==> src/rtl/core/mau_pkg.sv <==
// Package: shared types and constants of the matrix arithmetic unit.
`timescale 1ns / 1ps
package mau_pkg;
  localparam int DATA_W = 32;
  localparam int DIM_W  = 4;

  typedef enum logic [2:0] {
    OP_ADD = 3'd0, OP_SUB = 3'd1, OP_EMUL = 3'd2, OP_ADDS = 3'd3,
    OP_SUBS = 3'd4, OP_SCALE = 3'd5, OP_MATMUL = 3'd6, OP_TRANS = 3'd7
  } op_t;

  typedef enum logic [1:0] {
    OPC_LOAD_A = 2'd0, OPC_LOAD_B = 2'd1, OPC_COMPUTE = 2'd2, OPC_NONE = 2'd3
  } opcode_t;

  typedef enum logic [2:0] {
    CFG_OPERATION = 3'd0, CFG_ROWS_A = 3'd1, CFG_COLS_A = 3'd2,
    CFG_ROWS_B = 3'd3, CFG_COLS_B = 3'd4, CFG_SCALAR = 3'd5
  } cfg_idx_t;

  typedef enum logic [1:0] {
    ST_IDLE, ST_RUN, ST_DRAIN
  } bk_state_t;

  // Command handed from the front to the back through the queue.
  typedef struct packed {
    logic        is_load;
    logic        sel_b;
    logic [DATA_W-1:0] value;
  } cmd_t;

  function automatic logic signed [DATA_W-1:0] sat32(input logic signed [47:0] x);
    if (x > 48'sh0000_7FFF_FFFF) sat32 = 32'sh7FFF_FFFF;
    else if (x < -48'sh0000_8000_0000) sat32 = 32'sh8000_0000;
    else sat32 = x[DATA_W-1:0];
  endfunction
endpackage

==> src/rtl/core/mau_if.sv <==
// Interfaces: valid/ready channels for input, result and configuration.
`timescale 1ns / 1ps
interface mau_in_if;
  logic        valid;
  logic        ready;
  logic [1:0]  opcode;
  logic signed [31:0] value;
  modport source (output valid, opcode, value, input ready);
  modport sink   (input valid, opcode, value, output ready);
endinterface


==> src/rtl/core/mau_front.sv <==
// Front end: accepts input transactions, drops unused opcodes, queues commands.
`timescale 1ns / 1ps
module mau_front #(
  parameter int QDEPTH = 2
) (
  input  logic clk,
  input  logic rst_n,
  mau_in_if.sink in_ch,
  output logic                 q_valid,
  input  logic                 q_pop,
  output mau_pkg::cmd_t        q_head
);
  import mau_pkg::*;
  localparam int PW = $clog2(QDEPTH);
  cmd_t q_r [QDEPTH];
  logic [PW-1:0] wp_r, rp_r;
  logic [PW:0]   cnt_r;
  logic push;
  cmd_t cmd;

  assign in_ch.ready = (cnt_r != QDEPTH[PW:0]);
  assign push = in_ch.valid && in_ch.ready && (in_ch.opcode != OPC_NONE);
  assign cmd.is_load = (in_ch.opcode != OPC_COMPUTE);
  assign cmd.sel_b = (in_ch.opcode == OPC_LOAD_B);
  assign cmd.value = in_ch.value;
  assign q_valid = (cnt_r != '0);
  assign q_head = q_r[rp_r];

  always_ff @(posedge clk) begin
    if (push) q_r[wp_r] <= cmd;
    if (!rst_n) begin
      wp_r <= '0; rp_r <= '0; cnt_r <= '0;
    end else begin
      if (push) wp_r <= (wp_r == PW'(QDEPTH-1)) ? '0 : wp_r + 1'b1;
      if (q_pop) rp_r <= (rp_r == PW'(QDEPTH-1)) ? '0 : rp_r + 1'b1;
      cnt_r <= cnt_r + (PW+1)'(push) - (PW+1)'(q_pop);
    end
  end
endmodule

==> src/flat_wrapper.sv <==
// flat-port wrapper written by rule: the top's interface ports become plain ports
module mau_front_flat import mau_pkg::*;
#(
  parameter int QDEPTH = 2
)
  (clk, rst_n, q_valid, q_pop, q_head, in_ch_valid, in_ch_opcode, in_ch_value, in_ch_ready);
  mau_in_if in_ch_i ();
  input  logic clk;
  input  logic rst_n;
  output logic q_valid;
  input  logic q_pop;
  output mau_pkg::cmd_t q_head;
  input wire logic [$bits(in_ch_i.valid)-1:0] in_ch_valid;
  input wire logic [$bits(in_ch_i.opcode)-1:0] in_ch_opcode;
  input wire logic [$bits(in_ch_i.value)-1:0] in_ch_value;
  output wire logic [$bits(in_ch_i.ready)-1:0] in_ch_ready;
  assign in_ch_i.valid = in_ch_valid;
  assign in_ch_i.opcode = in_ch_opcode;
  assign in_ch_i.value = in_ch_value;
  assign in_ch_ready = in_ch_i.ready;
  mau_front #(.QDEPTH(QDEPTH)) u_core (.clk(clk), .rst_n(rst_n), .in_ch(in_ch_i), .q_valid(q_valid), .q_pop(q_pop), .q_head(q_head));
endmodule
==> config.mk <==
export PLATFORM = sky130hd
export DESIGN_NAME = mau_front_flat
export DESIGN_NICKNAME = d
export VERILOG_FILES = /design/src/rtl/core/mau_pkg.sv /design/src/rtl/core/mau_if.sv /design/src/rtl/core/mau_front.sv /design/src/flat_wrapper.sv
export SDC_FILE = /design/constraint.sdc
export NUM_CORES = 1
export LEC_CHECK = 0
export BUFFER_PORTS_ARGS = -buffer_cell sky130_fd_sc_hd__buf_2
export CAP_MARGIN = 20
export CORE_MARGIN = 1.5
export CORE_UTILIZATION = 55
export DETAILED_ROUTE_END_ITERATION = 8
export PLACE_DENSITY = 0.87
export SYNTH_ARGS = -nofsm -noshare
export SYNTH_HDL_FRONTEND = slang
export SYNTH_SLANG_ARGS = --single-unit
==> constraint.sdc <==
create_clock -name clk -period 9.1 [get_ports clk]
set_input_delay 0.91 -clock clk [delete_from_list [all_inputs] [get_ports clk]]
set_output_delay 0.91 -clock clk [all_outputs]
set_load 0.01 [all_outputs]
# == After elaboration in Yosys (flattened, before gate mapping) ==
# Memories as Yosys holds them, arrays and structs flattened. A register that Yosys moved wholly into a read port is not among the register bits.
# Index checks and enable logic that the tools add are counted.
# classes
addsub,4
eq_ne,4
muxes,6
n_reduce_logical,3
# op_table
op,count
1-bit two-way mux,6
2-bit != test (second input constant),3
1-bit adder (second input constant),2
2-bit by 1-bit adder with 2-bit output,1
2-bit by 1-bit == test with 1-bit output (second input constant),1
1-bit logical AND,2
2-bit nonzero test,1
2-bit by 1-bit subtractor with 2-bit output,1
# word_totals
regBits,4
mem_bits_rw,68
input_bits,38
out_inout_bits,36
word_cells,21
mem_count,1
# mem_list
name,words,width,read_ports,rd_clocked_by_memory_dff,wr,line_no,rtl
u_core.q_r,2,34,1,1,1,mau_front.sv:15,cmd_t q_r [QDEPTH];

# == Depth between registers and ports, before layout ==
# logic_depth
ltp_word,5
mapped_depth,5
depth_no_buf,5

# == Worst setup path after synthesis ==
# Ideal clock, no wire load.
# synth_timing
path_type,input -> register
startpoint,in in_ch_valid
endpoint,"mem u_core.q_r[1][0] (netlist name), enable pin"
setup_ns,0.475
t_arrival_ns,3.691
required_ns,8.625
path_slack_ns,4.935
cell_stages,2
path_buffers,0
cell_sequence,a21bo_2 nor3b_1
# synth_between
elab_chain_cells,4
# synth_lines
element,line_no,rtl
from (decl),flat_wrapper.sv:13,input wire logic [$bits(in_ch_i.valid)-1:0] in_ch_valid;
1-bit logical AND (2 in a row),mau_front.sv:22,assign push = in_ch.valid && in_ch.ready && (in_ch.opcode != OPC_NONE);
1-bit two-way mux,mau_front.sv:30,if (push) q_r[wp_r] <= cmd;
1-bit two-way mux (not written as such),mau_front.sv:30,
to (decl),mau_front.sv:15,
# Every way passes these cells.

==> impl_metrics.ini <==
[outcome]
run_status = finished clean

[worst_setup_path]
path_buf_inv = 2
cp_num_cells = 3
worstSetupEndpoint = q_head[10]
path_max_fanout = 34
cp.arrival_ps = 1590
startpoint_type = flop
rr_worst_depth = 4
critPathTopFamily = buffers and inverters
required_ps = 8190
rrSetupSlack_ps = 7550
path_cells = buf_4 > mux2_2 > buf_2
timing.rr.start = u_core.cnt_r[0]$_SDFF_PN0_
cpPeakStageDelay_ps = 400
cpMaxStageDelayCell = mux2_2
r2r-end = u_core.cnt_r[1]$_SDFF_PN0_
crit_type = reg2out
end_kind = output port

[synth]
synth_ff_type = edfxtp_1
ys_seq_elements = 73
synth_commonest_cells = 68 x edfxtp_1, 32 x mux2_2, 5 x dfxtp_1
syn_nets = 173
synthSimpleGateAreaFrac_pct = 3.089
synth_top_family_by_area = multiplexers
synth_cell_types = 25
synth_compound_area_share_pct = 1.383
synth_area_leaders = edfxtp_1 75%, mux2_2 13%, dfxtp_1 3.7%, mux2_1 0.83%, buf_2 0.55%
netlist_area_sq_um = 2714
synth_area_leader_cell = edfxtp_1
yosysWarnings = 0
synth_most_common_cell = edfxtp_1
synthMuxAreaShare_pct = 14.11
synth_seq_area_share_pct = 78.93
syn_inst = 134
synth_edf_count = 68
synth-xor-area-share_pct = 0.6455
synth_fa_ha_area_share_pct = 0.4610
syn_area_per_cell_sq_um = 20.25
synth_top_area_share_pct = 75.24
async_flop_share_pct = 0

[grt]
grt_usage_pct = 16.77
overflow = 0
grt_pass1_vias = 1357
antenna_found_initial = 0
grt_pass1_wl_um = 6341
grt_max_degree = 36

[sta]
fmax_mhz = 399.8
setup_viol = 0
setup_tns_ps = 0
worst_slew_pin_slew_ps = 458.3
fin_crit_sh_pct = 27.48
min_period_ps = 2501
skew_ps = 7.271
maxSlewHeadroom_pct = 69.44
rsz0062_at_grt = false
finalHoldViolCount = 0
slew_viol_final = 0
setup_ws_ps = 6599

[cells_and_area]
drive_gt1_share_pct = 56.11
nFillCells = 309
multi_input_area_sq_um = 544.3
finish.net_count = 255
regArea_sq_um = 2142
syn2layout_area_growth_pct = 22.91
n_antenna_cell = 0
final_core_util_pct = 70.62

[route]
num_vias = 1426
first_iter_violations = 112
drtAntennaViolNets = 0
totalWireLength_um = 4296
drc_errors = 0
viasPerCell = 4.951
wire_per_inst_um = 14.92
dr.pass1.iters = 4

[clock_network]
cts-hold-fix-buffers = 0
h-tree-depth = 3
cts_tree = done
clkTransAtPathRegs_ps = 60
cts_max_path_buffers = 2
postCtsSetupRepairBufs = 0
clk_latency_ps = 330
cts.sinks = 73
cts_buffers = 9
cts.repair.resized = 0
cts_root_buf = clkbuf_8

[power]
ir_drop_mv = 0.1242
power.leakage_uw = 0.001253
total_power_uw = 714.2
power_density_nw_per_um2 = 214.1

[die]
core_sq_um = 4723
die_x_um = 73.25
initial_core_util_pct = 57.46
core.rowCount = 25
pin_count = 74
die_area_sq_um = 5365
fp.dieH_um = 73.25

[place]
dp_slack_ps = 6839
numPortBuffers = 73
dp_hpwl_um = 2731
gp_congestion = 0.6823

[worst_hold_path]
holdCritPathClass = reg2reg

[run]
drv_cap = 0
flip-flops by register name (all words and copies together) (netlist names), named ones only:
| signal | cells |
|---|---|
| u_core.q_r | 68 |
| u_core.cnt_r | 2 |
| u_core.rp_r | 1 |
| u_core.wp_r | 1 |
placed cells by master, fill, tap and decap left out:
master / n
a21bo_2: 1
clkbuf_8: 11
nor2b_4: 1
mux2_2: 32
nor3b_2: 1
o21ai_0: 1
buf_4: 3
nand2b_1: 1
edfxtp_1: 68
nor2b_1: 1
and3_1: 2
o31ai_1: 1
or4_1: 1
nor3_2: 1
xnor2_1: 1
ha_1: 1
or3_1: 1
inv_1: 2
xor2_1: 1
and2_1: 2
o21a_1: 2
buf_2: 73
or2_2: 1
dfxtp_1: 5
mux2_1: 2
clkbuf_1: 5
layer usage:
layer  track usage (%)  vias up  share of wire [%]
met5                 0        -                  0
met1             20.56      688                 42
met2             25.35       46                 49
met4             10.06        0                2.7
met3             6.354       11                5.7
li1                  -      681                  -
report_power, final:
| part | internal, uW | leakage, uW | switching (uW) |
|---|---|---|---|
| logic | 45.9 | 0.000499 | 50.9 |
| registers | 395 | 0.000669 | 6.58 |
| clock network | 115 | 0.0000850 | 101 |
how the worst min path moves through the flow:
stage / start / end / cells after the start
after global placement: u_core.rp_r$_SDFFE_PN0P_ / u_core.rp_r$_SDFFE_PN0P_ / 2
final: u_core.rp_r$_SDFFE_PN0P_ / u_core.rp_r$_SDFFE_PN0P_ / 2
after detailed placement: u_core.rp_r$_SDFFE_PN0P_ / u_core.rp_r$_SDFFE_PN0P_ / 2
after CTS: u_core.rp_r$_SDFFE_PN0P_ / u_core.rp_r$_SDFFE_PN0P_ / 2
after floorplan: u_core.wp_r$_SDFFE_PN0P_ / u_core.wp_r$_SDFFE_PN0P_ / 2
after global routing: u_core.rp_r$_SDFFE_PN0P_ / u_core.rp_r$_SDFFE_PN0P_ / 2
stage by stage:
step	cell area, sq um	hold slack (ps)	std cells
after global placement	3166	571.2	272
after global routing	3336	612.9	288
after detailed placement	3166	571.0	272
after floorplan	2714	545.7	134
after CTS	3336	583.9	288
final	3336	579.1	288
worst reg2reg max path: stages, from the launching register on:
cell	delay, ps
dfxtp_1	390
inv_1	60
ha_1	310
or4_1	510
and3_1	180
area by class of cell:
class	count	share of cell area, %
multi-input cells	54	16.32
well taps	67	2.513
inverters	2	0.2251
clock buffers	16	5.101
repair buffers	76	11.63
flip-flops and latches	73	64.22
kinds of logic (layout without fill, tap and decap cells):
kind of cell             count (synthesis)  in the layout
buffers and inverters                    7             94
multiplexers                            34             34
flip-flops                              73             73
adder cells (fa/ha/maj)                  1              1
XOR/XNOR                                 2              2
AO/OA/AOI/OAI                            5              5
AND/OR/NAND/NOR                         12             12
Power figures use the tool's default switching activity.
